--- config.mk ---
export PLATFORM = sky130hd
export DESIGN_NAME = csi_mul
export DESIGN_NICKNAME = d
export VERILOG_FILES = /design/src/hdl/csi_mul.sv
export SDC_FILE = /design/constraint.sdc
export NUM_CORES = 2
export LEC_CHECK = 0
export ABC_AREA = 1
export ABC_CLOCK_PERIOD_IN_PS = 12000
export BUFFER_PORTS_ARGS = -buffer_cell sky130_fd_sc_hd__buf_2
export CORE_MARGIN = 2
export CORE_UTILIZATION = 60
export CTS_BUF_LIST = sky130_fd_sc_hd__clkbuf_4 sky130_fd_sc_hd__clkbuf_8
export DETAILED_ROUTE_END_ITERATION = 7
export PLACE_DENSITY = 0.78
export SKIP_LAST_GASP = 1
export SLEW_MARGIN = 20
export SYNTH_ARGS = -nofsm -noshare
export SYNTH_HDL_FRONTEND = slang
export SYNTH_SLANG_ARGS = --single-unit
--- constraint.sdc ---
create_clock -name clk -period 12 [get_ports clk]
set_clock_uncertainty 0.15 [all_clocks]
set_input_delay 2.4 -clock clk [delete_from_list [all_inputs] [get_ports clk]]
set_output_delay 2.4 -clock clk [all_outputs]
set_load 0.03 [all_outputs]
--- src/hdl/csi_mul.sv ---
// Two-stage unsigned multiplier: operands split in halves, partial
// products registered, then summed into a registered full-width product.
// No dependencies.
`timescale 1ns / 1ps
`default_nettype none

module csi_mul #(
  parameter int AW = 32,
  parameter int BW = 32
) (
  input  wire logic            clk,
  input  wire logic [AW-1:0]   a,
  input  wire logic [BW-1:0]   b,
  output logic [AW+BW-1:0]     p
);

  localparam int AL = AW / 2;
  localparam int AH = AW - AL;
  localparam int BL = BW / 2;
  localparam int BH = BW - BL;
  localparam int PW = AW + BW;

  logic [AL+BL-1:0] pp_ll;
  logic [AL+BH-1:0] pp_lh;
  logic [AH+BL-1:0] pp_hl;
  logic [AH+BH-1:0] pp_hh;

  always_ff @(posedge clk) begin
    pp_ll <= a[AL-1:0] * b[BL-1:0];
    pp_lh <= a[AL-1:0] * b[BW-1:BL];
    pp_hl <= a[AW-1:AL] * b[BL-1:0];
    pp_hh <= a[AW-1:AL] * b[BW-1:BL];
    p     <= (PW'(pp_hh) << (AL + BL)) + (PW'(pp_lh) << BL)
           + (PW'(pp_hl) << AL) + PW'(pp_ll);
  end

endmodule

`default_nettype wire

==> impl_metrics.ini <==
[global_route]
first_global_vias = 38675
gr-usage-all-layers = 0.3369
first_pass_grt_wire_length_mm = 199.5
grt_start_max_net_pins = 33
globalRoute.totalOverflow = 0
initial_antenna_violation_count = 9

[die]
die-area_sq_um = 75890
fp-row-count = 99
chipHeight_microns = 275.5
fp.coreArea_sq_um = 72960
start_util = 0.6061
die_width_microns = 275.5
ioPinCount = 129

[synth]
synth_cell_types = 29
number_of_register_bits_inferred_by_synthesis = 192
number_of_enable_flip_flop_cells_after_synthesis = 0
async_reset_ff_frac = 0
yosysWarnings = 0
synth.avg_cell_area_sq_um = 7.372
synthCells = 5999
seq_area_frac_synth = 0.08692
syn-cell-area_sq_um = 44220
synth-main-ff-cell = sky130_fd_sc_hd__dfxtp_1
syn-num-nets = 7321

[clock_network]
clk_latency_ns = 0.61
tritoncts.num_buffers = 17
cts_tree = done
htree_num_levels = 4
cts.clk_slew.worst_paths_ns = 0.11
cts_hold_buf = 0
cts.root.buffer_cell = sky130_fd_sc_hd__clkbuf_8
count_of_buffers_added_by_post_cts_timing_repair_for_setup = 0
clock_tree.buffer_depth = 2
cts_repair_resize_count = 0
cts.sinks = 192

[routing]
detail-route-antenna-nets = 0
drt-total-wl_mm = 119.9
number_of_drc_violations_after_detailed_routing_iteration_0 = 3406
dr_total_vias = 37106
route.detailed.vias_per_inst = 5.344
wl_per_cell_microns = 17.27
drt_pre_antenna_iters = 6
drcViolationCount = 0

[sta]
timing.final.setup_violations = 0
fin_crit_sh = 0.6485
finalCriticalPeriod_ns = 7.781
timing.final.max_slew_violations = 0
final-hold-violation-count = 0
fin_setup_tns_ns = 0
clock.fmax_mhz = 128.5
slew_headroom = 0.2970
grt_setup_unrepaired = false
worst_pin_slew_ns = 1.054

[setup_path]
timing.critical_path.from_type = primary input
worst_r2r_startpoint = pp_ll[17]
cp-end-kind = register
critical_path_capture_point = pp_lh[12]
kind_of_critical_path = primary input to register
crit_fanout = 32
setup.reg_to_reg.worst_slack_ns = 9.09
r2r_cells = 11
startpoint = a[10]
r2r_end = p[37]
worstPathRequired_ns = 12.28
worstPathArrival_ns = 8.06

[final_layout]
layout_commonest_cell = sky130_fd_sc_hd__nand2_1
layout_common_cells = sky130_fd_sc_hd__nand2_1 (1797), sky130_fd_sc_hd__inv_1 (1726), sky130_fd_sc_hd__fa_1 (809)
drive_above_1_share = 0.04214
flow.area_growth_from_synthesis_pct = 3.825
finish.net_count = 7289
fillers = 6547

[worst_hold_path]
worstHoldPathType = register to register
worstHoldStart = pp_ll[7]

[placement]
port_buffers = 128
finalWeightedCongestion = 1.004
place_hpwl_mm = 95.49

[run_status]
status = finished clean

[run]
maxCapViolations = 0
-- state kept, by name, indices dropped and copies added, names as in the netlist --
name,flops
p,64
pp_hh,32
pp_hl,32
pp_lh,32
pp_ll,32
-- cell usage after synthesis (4+ instances only) --
cell | count | share of area
sky130_fd_sc_hd__a21oi_1 | 150 | 0.017
sky130_fd_sc_hd__xnor2_1 | 19 | 0.0038
sky130_fd_sc_hd__xor2_1 | 75 | 0.015
sky130_fd_sc_hd__clkbuf_1 | 192 | 0.016
sky130_fd_sc_hd__o211ai_1 | 6 | 0.0010
sky130_fd_sc_hd__nor3_1 | 28 | 0.0032
sky130_fd_sc_hd__nand3_1 | 138 | 0.016
sky130_fd_sc_hd__nand4_1 | 49 | 0.0069
sky130_fd_sc_hd__o21ai_0 | 77 | 0.0087
sky130_fd_sc_hd__nor2_2 | 20 | 0.0028
sky130_fd_sc_hd__o21bai_1 | 8 | 0.0014
sky130_fd_sc_hd__nand2_2 | 27 | 0.0038
sky130_fd_sc_hd__inv_2 | 11 | 0.00093
sky130_fd_sc_hd__fa_1 | 809 | 0.37
sky130_fd_sc_hd__a21o_1 | 7 | 0.0012
sky130_fd_sc_hd__dfxtp_1 | 192 | 0.087
sky130_fd_sc_hd__nor2_1 | 176 | 0.015
sky130_fd_sc_hd__inv_1 | 1726 | 0.15
sky130_fd_sc_hd__nand2_1 | 1797 | 0.15
sky130_fd_sc_hd__o21a_1 | 11 | 0.0019
sky130_fd_sc_hd__nor2_4 | 9 | 0.0023
sky130_fd_sc_hd__nor3_2 | 4 | 0.00091
sky130_fd_sc_hd__nand3_2 | 8 | 0.0018
sky130_fd_sc_hd__ha_1 | 448 | 0.13
-- logic make-up (layout without fill, tap and decap cells) --
kind of cell             count (synthesis)  after routing  share of synthesized area
other                                    0              5                          0
AO/OA/AOI/OAI                          261            261                    0.03141
buffers and inverters                 1929           1910                     0.1637
adder cells (fa/ha/maj)               1257           1257                     0.4930
XOR/XNOR                                94             94                    0.01862
flip-flops                             192            192                    0.08692
AND/OR/NAND/NOR                       2266           2266                     0.2063
-- per-layer routing --
layer  part of all wire  routed length, microns  GRT usage
met2               0.44                   52820     0.5315
met3               0.10                   12470    0.06751
met1               0.42                   49870     0.4621
met5            0.00034                      41          0
met4              0.039                    4719     0.1235
-- how the worst min path moves through the flow --
stage / to / slack, ns / cells after the start
5_1_grt: p[4] / 0.19 / 0
2_1_floorplan: p[0] / 0.16 / 0
6_report: p[7] / 0.19 / 0
4_1_cts: p[7] / 0.19 / 0
3_5_place_dp: p[9] / 0.16 / 0
3_3_place_gp: p[0] / 0.16 / 0
-- critical path, stage by stage --
cell and delay [ns]:
sky130_fd_sc_hd__buf_2 0.60, sky130_fd_sc_hd__nand2_1 0.19, sky130_fd_sc_hd__fa_1 0.56, sky130_fd_sc_hd__fa_1 0.57
sky130_fd_sc_hd__fa_1 0.46, sky130_fd_sc_hd__fa_1 0.54, sky130_fd_sc_hd__inv_1 0.04, sky130_fd_sc_hd__fa_1 0.49
sky130_fd_sc_hd__inv_1 0.05, sky130_fd_sc_hd__fa_1 0.47, sky130_fd_sc_hd__inv_1 0.04, sky130_fd_sc_hd__ha_1 0.32
sky130_fd_sc_hd__a21oi_1 0.30, sky130_fd_sc_hd__inv_1 0.07, sky130_fd_sc_hd__a21oi_1 0.22, sky130_fd_sc_hd__nand2_1 0.17
sky130_fd_sc_hd__xor2_1 0.53
-- layout make-up --
class,count,area [sq um],share of cell area
Timing Repair Buffer,141,738.2,0.01608
Multi-Input combinational cell,3878,33140,0.7217
Clock inverter,14,220.2,0.004796
Antenna cell,5,12.51,0.0002725
Inverter,1737,6520,0.1420
Sequential cell,192,3844,0.08371
Clock buffer,18,241.5,0.005259
Tap cell,959,1200,0.02613
-- per-stage QoR --
stage	hold WS [ns]	worst slack, ns	std cells	utilization	instance area, sq um
3_3_place_gp	0.1600	3.787	6907	0.6228	45440
2_1_floorplan	0.1596	4.753	5999	-	44220
3_5_place_dp	0.1621	3.751	6907	0.6228	45440
6_report	0.1861	4.219	6944	0.6293	45910
5_1_grt	0.1936	4.005	6943	0.6293	45910
4_1_cts	0.1891	4.379	6939	0.6291	45900
Power is not shown: default switching activity piles up to over one toggle a cycle in this logic, so the estimate is an artifact.
