**config.mk**
```make
export PLATFORM = sky130hd
export DESIGN_NAME = csi_cfg_regs
export DESIGN_NICKNAME = d
export VERILOG_FILES = /design/src/hdl/csi_pkg.sv /design/src/hdl/csi_cfg_regs.sv
export SDC_FILE = /design/constraint.sdc
export NUM_CORES = 1
export LEC_CHECK = 0
export BUFFER_PORTS_ARGS = -buffer_cell sky130_fd_sc_hd__buf_2
export CORE_UTILIZATION = 55
export CTS_BUF_LIST = sky130_fd_sc_hd__clkbuf_2
export DETAILED_ROUTE_END_ITERATION = 16
export PLACE_DENSITY = 0.88
export SYNTH_ARGS = -nofsm -noshare
export SYNTH_HDL_FRONTEND = slang
export SYNTH_SLANG_ARGS = --single-unit
```
**constraint.sdc**
```tcl
create_clock -name clk -period 7.5 [get_ports clk]
set_input_delay 2.25 -clock clk [delete_from_list [all_inputs] [get_ports clk]]
set_output_delay 2.25 -clock clk [all_outputs]
set_load 0.05 [all_outputs]
```
**src/hdl/csi_pkg.sv**
```systemverilog
// Shared types and constants for the cone/sphere intersection unit.
// Config register codes, field widths, reset values and the config bundle.
// No dependencies.
`timescale 1ns / 1ps
`default_nettype none

package csi_pkg;

  localparam int COORD_WIDTH_DEF = 32;
  localparam int ORG_W           = 32;
  localparam int AX_W            = 16;
  localparam int AXIS_W          = 3 * AX_W;
  localparam int R_W             = 31;
  localparam int SIN_W           = 17;
  localparam int INV_W           = 24;
  localparam int CFG_IDX_W       = 3;
  localparam int CFG_DATA_W      = 48;

  localparam int Q_FRAC    = 16;
  localparam int AXIS_FRAC = 14;
  localparam int COS_SHIFT = 12;
  localparam int QW        = R_W + INV_W - Q_FRAC;

  localparam logic [SIN_W-1:0] SIN_ONE = SIN_W'(65536);
  localparam int Q_ROUND   = 32768;
  localparam int Q14_ROUND = 8192;

  localparam logic [AXIS_W-1:0] AXIS_RST   = AXIS_W'(16384);
  localparam logic [R_W-1:0]    CONE_R_RST = R_W'(65536);
  localparam logic [SIN_W-1:0]  SIN_SQ_RST = SIN_W'(16384);
  localparam logic [INV_W-1:0]  INV_RST    = INV_W'(131072);

  typedef enum logic [CFG_IDX_W-1:0] {
    REG_ORIGIN_X = 3'd0,
    REG_ORIGIN_Y = 3'd1,
    REG_ORIGIN_Z = 3'd2,
    REG_AXIS     = 3'd3,
    REG_CONE_R   = 3'd4,
    REG_SIN_SQ   = 3'd5,
    REG_INV_SIN  = 3'd6
  } cfg_reg_e;

  typedef struct packed {
    logic signed [ORG_W-1:0] org_x;
    logic signed [ORG_W-1:0] org_y;
    logic signed [ORG_W-1:0] org_z;
    logic signed [AX_W-1:0]  ax_x;
    logic signed [AX_W-1:0]  ax_y;
    logic signed [AX_W-1:0]  ax_z;
    logic [R_W-1:0]          cone_r;
    logic [SIN_W-1:0]        sin_cl;
    logic [SIN_W-1:0]        cos_sq;
    logic [INV_W-1:0]        inv_sin;
  } csi_cfg_t;

endpackage

`default_nettype wire

```
**src/hdl/csi_cfg_regs.sv**
```systemverilog
// Configuration register file for the cone/sphere intersection unit.
// Decodes writes, holds the cone, clamps sin^2 and derives cos^2. Uses csi_pkg.
`timescale 1ns / 1ps
`default_nettype none

module csi_cfg_regs (
  input  wire logic                             clk,
  input  wire logic                             rst,
  input  wire logic                             wr_en,
  input  wire logic [csi_pkg::CFG_IDX_W-1:0]    wr_index,
  input  wire logic [csi_pkg::CFG_DATA_W-1:0]   wr_data,
  output csi_pkg::csi_cfg_t                     cfg
);

  logic [csi_pkg::ORG_W-1:0]  origin_x;
  logic [csi_pkg::ORG_W-1:0]  origin_y;
  logic [csi_pkg::ORG_W-1:0]  origin_z;
  logic [csi_pkg::AXIS_W-1:0] axis_packed;
  logic [csi_pkg::R_W-1:0]    cone_radius;
  logic [csi_pkg::SIN_W-1:0]  sin_sq;
  logic [csi_pkg::INV_W-1:0]  inv_sin;

  always_ff @(posedge clk) begin
    if (rst) begin
      origin_x    <= '0;
      origin_y    <= '0;
      origin_z    <= '0;
      axis_packed <= csi_pkg::AXIS_RST;
      cone_radius <= csi_pkg::CONE_R_RST;
      sin_sq      <= csi_pkg::SIN_SQ_RST;
      inv_sin     <= csi_pkg::INV_RST;
    end else if (wr_en) begin
      unique case (wr_index)
        csi_pkg::REG_ORIGIN_X: origin_x    <= wr_data[csi_pkg::ORG_W-1:0];
        csi_pkg::REG_ORIGIN_Y: origin_y    <= wr_data[csi_pkg::ORG_W-1:0];
        csi_pkg::REG_ORIGIN_Z: origin_z    <= wr_data[csi_pkg::ORG_W-1:0];
        csi_pkg::REG_AXIS:     axis_packed <= wr_data[csi_pkg::AXIS_W-1:0];
        csi_pkg::REG_CONE_R:   cone_radius <= wr_data[csi_pkg::R_W-1:0];
        csi_pkg::REG_SIN_SQ:   sin_sq      <= wr_data[csi_pkg::SIN_W-1:0];
        csi_pkg::REG_INV_SIN:  inv_sin     <= wr_data[csi_pkg::INV_W-1:0];
        default: ;
      endcase
    end
  end

  always_comb begin
    cfg.org_x   = $signed(origin_x);
    cfg.org_y   = $signed(origin_y);
    cfg.org_z   = $signed(origin_z);
    cfg.ax_x    = $signed(axis_packed[csi_pkg::AX_W-1:0]);
    cfg.ax_y    = $signed(axis_packed[2*csi_pkg::AX_W-1:csi_pkg::AX_W]);
    cfg.ax_z    = $signed(axis_packed[3*csi_pkg::AX_W-1:2*csi_pkg::AX_W]);
    cfg.cone_r  = cone_radius;
    cfg.sin_cl  = (sin_sq > csi_pkg::SIN_ONE) ? csi_pkg::SIN_ONE : sin_sq;
    cfg.cos_sq  = csi_pkg::SIN_ONE - cfg.sin_cl;
    cfg.inv_sin = inv_sin;
  end

endmodule

`default_nettype wire

```
==> metrics.cfg, run 1 <==
[route]
drt_drc_violations_left=0
drt_iter0_drc=450
viasPerCell=5.332
route.final.wire_length_mm=24.16
wl_per_cell_um=15.73
dr_total_vias=8190
dr.pass1.iters=5
ant_nets=0

[synthesis]
seq_area_frac_synth_pct=54.00
syn_avg_cell_area_um2=7.715
ys_warn_count=0
synth_cell_types=46
synth_area_um2=8008
synth_nets=1093
synth_flop_cell=dfxtp_1
ys_seq_elements=216
async_reset_ff_share_pct=0
syn_inst=1038
synth-edff-count=0

[critical_path]
path_cells=nor3_4 -> nand4_4 -> o21ai_2 -> nand2_1 -> ha_1 -> o211a_1 -> a221oi_1 -> buf_2
required_ns=5.25
r2r_cells=2
worstSetupPathType=reg -> out
start_kind=register
timing.rr.start=sin_sq[16]
critPathMaxFanout=16
arrival_ns=3.40
rrSetupSlack_ns=6.34
cp-end-kind=primary output
startpoint=sin_sq[2]
crit_path_end=cfg[28]
rr_endpoint=sin_sq[16]
max_stage_delay_ns=0.44
slowest_stage=nor3_4

[placement]
pre_cts_ws_ns=2.694
place.gp.congestion=0.8630
dp.cells=1444
dp_hpwl_mm=16.28
portBuffers=286

[power]
power_frac_comb_pct=13.7
p_leak_uw=0.004426
switchingPower_uw=691.9
vdd.ir_drop.worst_mv=0.1708
seqPwrFrac_pct=53.0
p_per_area_nw_per_um2=225.0
swShare_pct=30.95
power_frac_clock_pct=33.3
internal-power_uw=1544
totalPowerFinal_uw=2236

[cts]
cts_root_buf=clkbuf_2
cts_setup_buffers=0
h-tree-depth=2
cts_tree=yes
cts_buffers=51
cts_num_sinks=216
ctsHoldBuffers=0
cts_buffer_depth=3
cts_resized=0
clk_latency_ns=0.74
clkTransAtPathRegs_ns=0.10

[timing]
tns_ns=0
hold_violations=0
period_share_pct=75.32
setup_viol=0
fin_worst_skew_ns=0
worst_slew_pin_slew_ns=1.180
layout_min_cycle_time_ns=5.649
rsz0062_at_grt=no
slew_viol_final=0
fin_ws_ns=1.851
maxSlewHeadroom_pct=21.23
fmax_ghz=0.1770

[die]
rows=43
start_util_pct=57.03
die_y_um=122.7
dieArea_um2=15050
core_um2=14040
die_x_um=122.7
ios=287

[final_layout]
layout_common_cells=nand2_1, buf_2, dfxtp_1
final_common_cell=nand2_1
multi_input_area_um2=3416
fin_nets=1372
ff_latch_area_um2=4324
final_cells=1536
area_delta_synth_final_pct=24.08
layout-drive-gt1-share_pct=28.95
fillers=1157

[hold_path]
hold_path.class=reg -> reg

[global_routing]
grt_max_degree=142
grt_pass1_vias=7558
grt_usage_pct=31.38
antenna_found_initial=2
grt_pass1_wl_mm=36.92
grt.overflow.total=0

[flow_run]
maxCapViolCount=0

[run_status]
status=complete, no violations

## worst min-delay path by stage
stage / start / end / slack [ns] / cells past startpoint
after floorplan: sin_sq[15] / sin_sq[15] / 0.46 / 2
after global placement: cone_radius[29] / cone_radius[29] / 0.44 / 2
after detailed placement: origin_y[11] / origin_y[11] / 0.44 / 2
after CTS: origin_z[0] / origin_z[0] / 0.46 / 2
after global routing: cone_radius[18] / cone_radius[18] / 0.47 / 2
final: axis_packed[2] / axis_packed[2] / 0.45 / 2
## cells in the mapped netlist, types with 2 or more instances
| master | count | share of area (%) |
|---|---|---|
| buf_6 | 2 | 0.28 |
| and2_1 | 5 | 0.39 |
| buf_1 | 2 | 0.094 |
| nand2b_1 | 7 | 0.55 |
| nand3_1 | 6 | 0.38 |
| buf_2 | 11 | 0.69 |
| clkbuf_1 | 53 | 2.5 |
| nand2_1 | 443 | 21 |
| xnor2_1 | 5 | 0.55 |
| nor2_1 | 19 | 0.89 |
| a21oi_1 | 215 | 13 |
| nor3_1 | 6 | 0.38 |
| dfxtp_1 | 216 | 54 |
| nand3b_1 | 4 | 0.38 |
| o31ai_1 | 2 | 0.19 |
| nor2b_1 | 12 | 0.94 |
## stage by stage
| stage | cell area (um^2) | hold WS, ns | utilization [%] |
|---|---|---|---|
| floorplan | 8008 | 0.4583 | - |
| global placement | 9470 | 0.4383 | 67.44 |
| detailed placement | 9470 | 0.4430 | 67.44 |
| CTS | 9931 | 0.4564 | 70.72 |
| global route | 9936 | 0.4712 | 70.76 |
| finish | 9936 | 0.4536 | 70.76 |
## cells by family after synthesis
logic type	Yosys count	share of synthesized area [%]
xor+xnor	6	0.6562
buf+inv	69	3.641
simple gates	513	26.06
fa+ha+maj	1	0.1562
compound gates	232	15.34
flops	216	54.00
mux	1	0.1406
## area by class of cell
| cell class | count | area share [%] |
|---|---|---|
| flip-flops and latches | 216 | 43.52 |
| multi-input cells | 753 | 34.38 |
| repair buffers | 295 | 15.15 |
| clock buffers | 77 | 3.879 |
| well taps | 180 | 2.267 |
| clock inverters | 13 | 0.7556 |
| diodes | 2 | 0.05037 |
## layer usage
metal	track usage, %	share of wire, %
met5	0	0
met4	15.93	3.4
met3	9.480	8.7
met2	53.83	49
met1	35.07	39
## power by group through the flow
stage,logic [uW],registers (uW),clock network [uW]
6_report,306,1180,745
5_1_grt,324,1190,823
4_1_cts,305,1180,756
3_5_place_dp,305,1210,0
3_3_place_gp,302,1210,0
2_1_floorplan,137,1290,0
## worst max-delay path, delay by kind of cell, from the launching register on
kind	cells	cell delay (ns)
adder cells (fa/ha/maj)	1	0.39
AND/OR/NAND/NOR	3	0.77
buffers and inverters	1	0.33
flip-flops	1	0.38
AO/OA/AOI/OAI	3	0.77
## sequential cells by signal, indices dropped and copies added, names as in the netlist
register and cells:
axis_packed 48, origin_x 32, cone_radius 31, sin_sq 17, inv_sin 24, origin_z 32
origin_y 32
Note: power is estimated with default switching activity, not from simulation.
==> inputs of run 2 (changes only) <==
--- a/config.mk
+++ b/config.mk
@@ -6,10 +6,10 @@
 export NUM_CORES = 1
 export LEC_CHECK = 0
 export BUFFER_PORTS_ARGS = -buffer_cell sky130_fd_sc_hd__buf_2
-export CORE_UTILIZATION = 55
+export CORE_UTILIZATION = 51
 export CTS_BUF_LIST = sky130_fd_sc_hd__clkbuf_2
 export DETAILED_ROUTE_END_ITERATION = 16
-export PLACE_DENSITY = 0.88
+export PLACE_DENSITY = 0.83
 export SYNTH_ARGS = -nofsm -noshare
 export SYNTH_HDL_FRONTEND = slang
 export SYNTH_SLANG_ARGS = --single-unit
==> constraint.sdc (replaced) <==
create_clock -name clk -period 5.8 [get_ports clk]
set_input_delay 1.74 -clock clk [delete_from_list [all_inputs] [get_ports clk]]
set_output_delay 1.74 -clock clk [all_outputs]
set_load 0.05 [all_outputs]
==> run 2 against run 1 <==
  * Core utilization shrank 5.4 points
  * Sequential share of layout area shrank 0.17 points
  * Hold slack is essentially flat
  * Highest routed layer unchanged
  * Non-clock buffer count grew 2
  * Design area grew 0.39%
  * Total power grew 28%
  * Final cell count grew 2.3%
==> metrics.cfg, run 2 (synthesis gave the netlist of run 1 again) <==
[global_routing]
grt_pass1_vias=7445
grt_max_degree=147
grt_usage_pct=30.08
antenna_found_initial=3
grt_pass1_wl_mm=38.22
grt.overflow.total=0

[timing]
tns_ns=0
period_share_pct=86.43
layout_min_cycle_time_ns=5.013
slew_viol_final=0
setup_viol=0
hold_violations=0
fin_ws_ns=0.7873
rsz0062_at_grt=no
fmax_ghz=0.1995
fin_worst_skew_ns=0
worst_slew_pin_slew_ns=1.131
maxSlewHeadroom_pct=24.54

[die]
rows=45
start_util_pct=52.48
dieArea_um2=16210
core_um2=15260
die_y_um=127.3
die_x_um=127.3
ios=287

[hold_path]
hold_path.class=reg -> reg
hold_path_depth=2

[critical_path]
required_ns=4.06
arrival_ns=3.27
worstSetupPathType=reg -> out
cp-end-kind=primary output
start_kind=register
r2r_cells=3
critPathMaxFanout=16

[power]
p_leak_uw=0.004430
vdd.ir_drop.worst_mv=0.1962
p_per_area_nw_per_um2=286.8
totalPowerFinal_uw=2861

[placement]
portBuffers=286
pre_cts_ws_ns=1.585
place.gp.congestion=0.8660
dp_hpwl_mm=16.69

[final_layout]
area_delta_synth_final_pct=24.56
largest_reg_flops=48
fin_nets=1376
largest-register=axis_packed
final_common_cell=nand2_1
layout_common_cells=nand2_1, buf_2, dfxtp_1
layout-drive-gt1-share_pct=29.01

[flow_run]
maxCapViolCount=0

[cts]
clkTransAtPathRegs_ns=0.10
cts_root_buf=clkbuf_2
cts_num_sinks=216
cts_buffers=53
cts_resized=0
cts_buffer_depth=3
clk_latency_ns=0.73
cts_setup_buffers=0
cts_tree=yes
h-tree-depth=2
ctsHoldBuffers=0

[route]
viasPerCell=5.179
dr.pass1.iters=5
wl_per_cell_um=15.77
drt_drc_violations_left=0
ant_nets=0
dr_total_vias=8142
route.final.wire_length_mm=24.78
drt_iter0_drc=613

[run_status]
status=complete, no violations

[run 2: cell count changes in the layout (fill, tap and decap cells not counted)]
cell | before | now
bufinv_16 | 1 | 0
clkbuf_2 | 77 | 78
diode_2 | 2 | 3
clkinv_1 | 11 | 13
buf_4 | 9 | 11
[run 2: final cells by class]
cell class,instances,area (um^2)
multi-input combinational,753,3416
fill,1376,5284
sequential,216,4324
clock buffer,78,390.4
clock inverter,14,52.55
tap,211,264.0
antenna,3,7.507
timing repair buffer,297,1520
[run 2: layer usage]
layer / GRT usage, % / vias to the layer above / part of all wire, %
li1: - / 3964 / -
met4: 13.59 / 0 / 3.4
met5: 0 / - / 0
met3: 9.087 / 66 / 8.6
met1: 34.48 / 3771 / 40
met2: 51.62 / 341 / 48
[run 2: path summary, 6_finish.rpt]
| check | from | endpoint | slack, ns |
|---|---|---|---|
| worst max register to register | sin_sq[16] | sin_sq[16] | 4.94 |
| worst min register to register | axis_packed[33] | axis_packed[33] | 0.45 |
| worst max-delay path | sin_sq[2] | cfg[28] | 0.79 |
| worst min-delay path | axis_packed[33] | axis_packed[33] | 0.45 |
[run 2: where the power goes]
part | total (uW) | internal, uW | switching (uW)
Combinational | 399 | 89.3 | 310
Clock | 931 | 355 | 576
Sequential | 1530 | 1510 | 17.3
Total | 2860 | 1960 | 903
[run 2: through the flow]
step | instances | instance area, um^2 | hold slack (ns) | util, %
3_5_place_dp | 1477 | 9524 | 0.4430 | 62.42
6_report | 1572 | 9975 | 0.4538 | 65.37
4_1_cts | 1569 | 9967 | 0.4559 | 65.32
2_1_floorplan | 1038 | 8008 | 0.4583 | -
3_3_place_gp | 1477 | 9524 | 0.4383 | 62.42
5_1_grt | 1572 | 9975 | 0.4698 | 65.37
[run 2: worst max-delay path: stages (launching register included)]
cell	delay (ns)
dfxtp_1	0.38
nor3_4	0.42
nand4_4	0.22
o21ai_2	0.33
nand2_1	0.10
ha_1	0.38
o211a_1	0.18
a221oi_1	0.21
buf_2	0.31
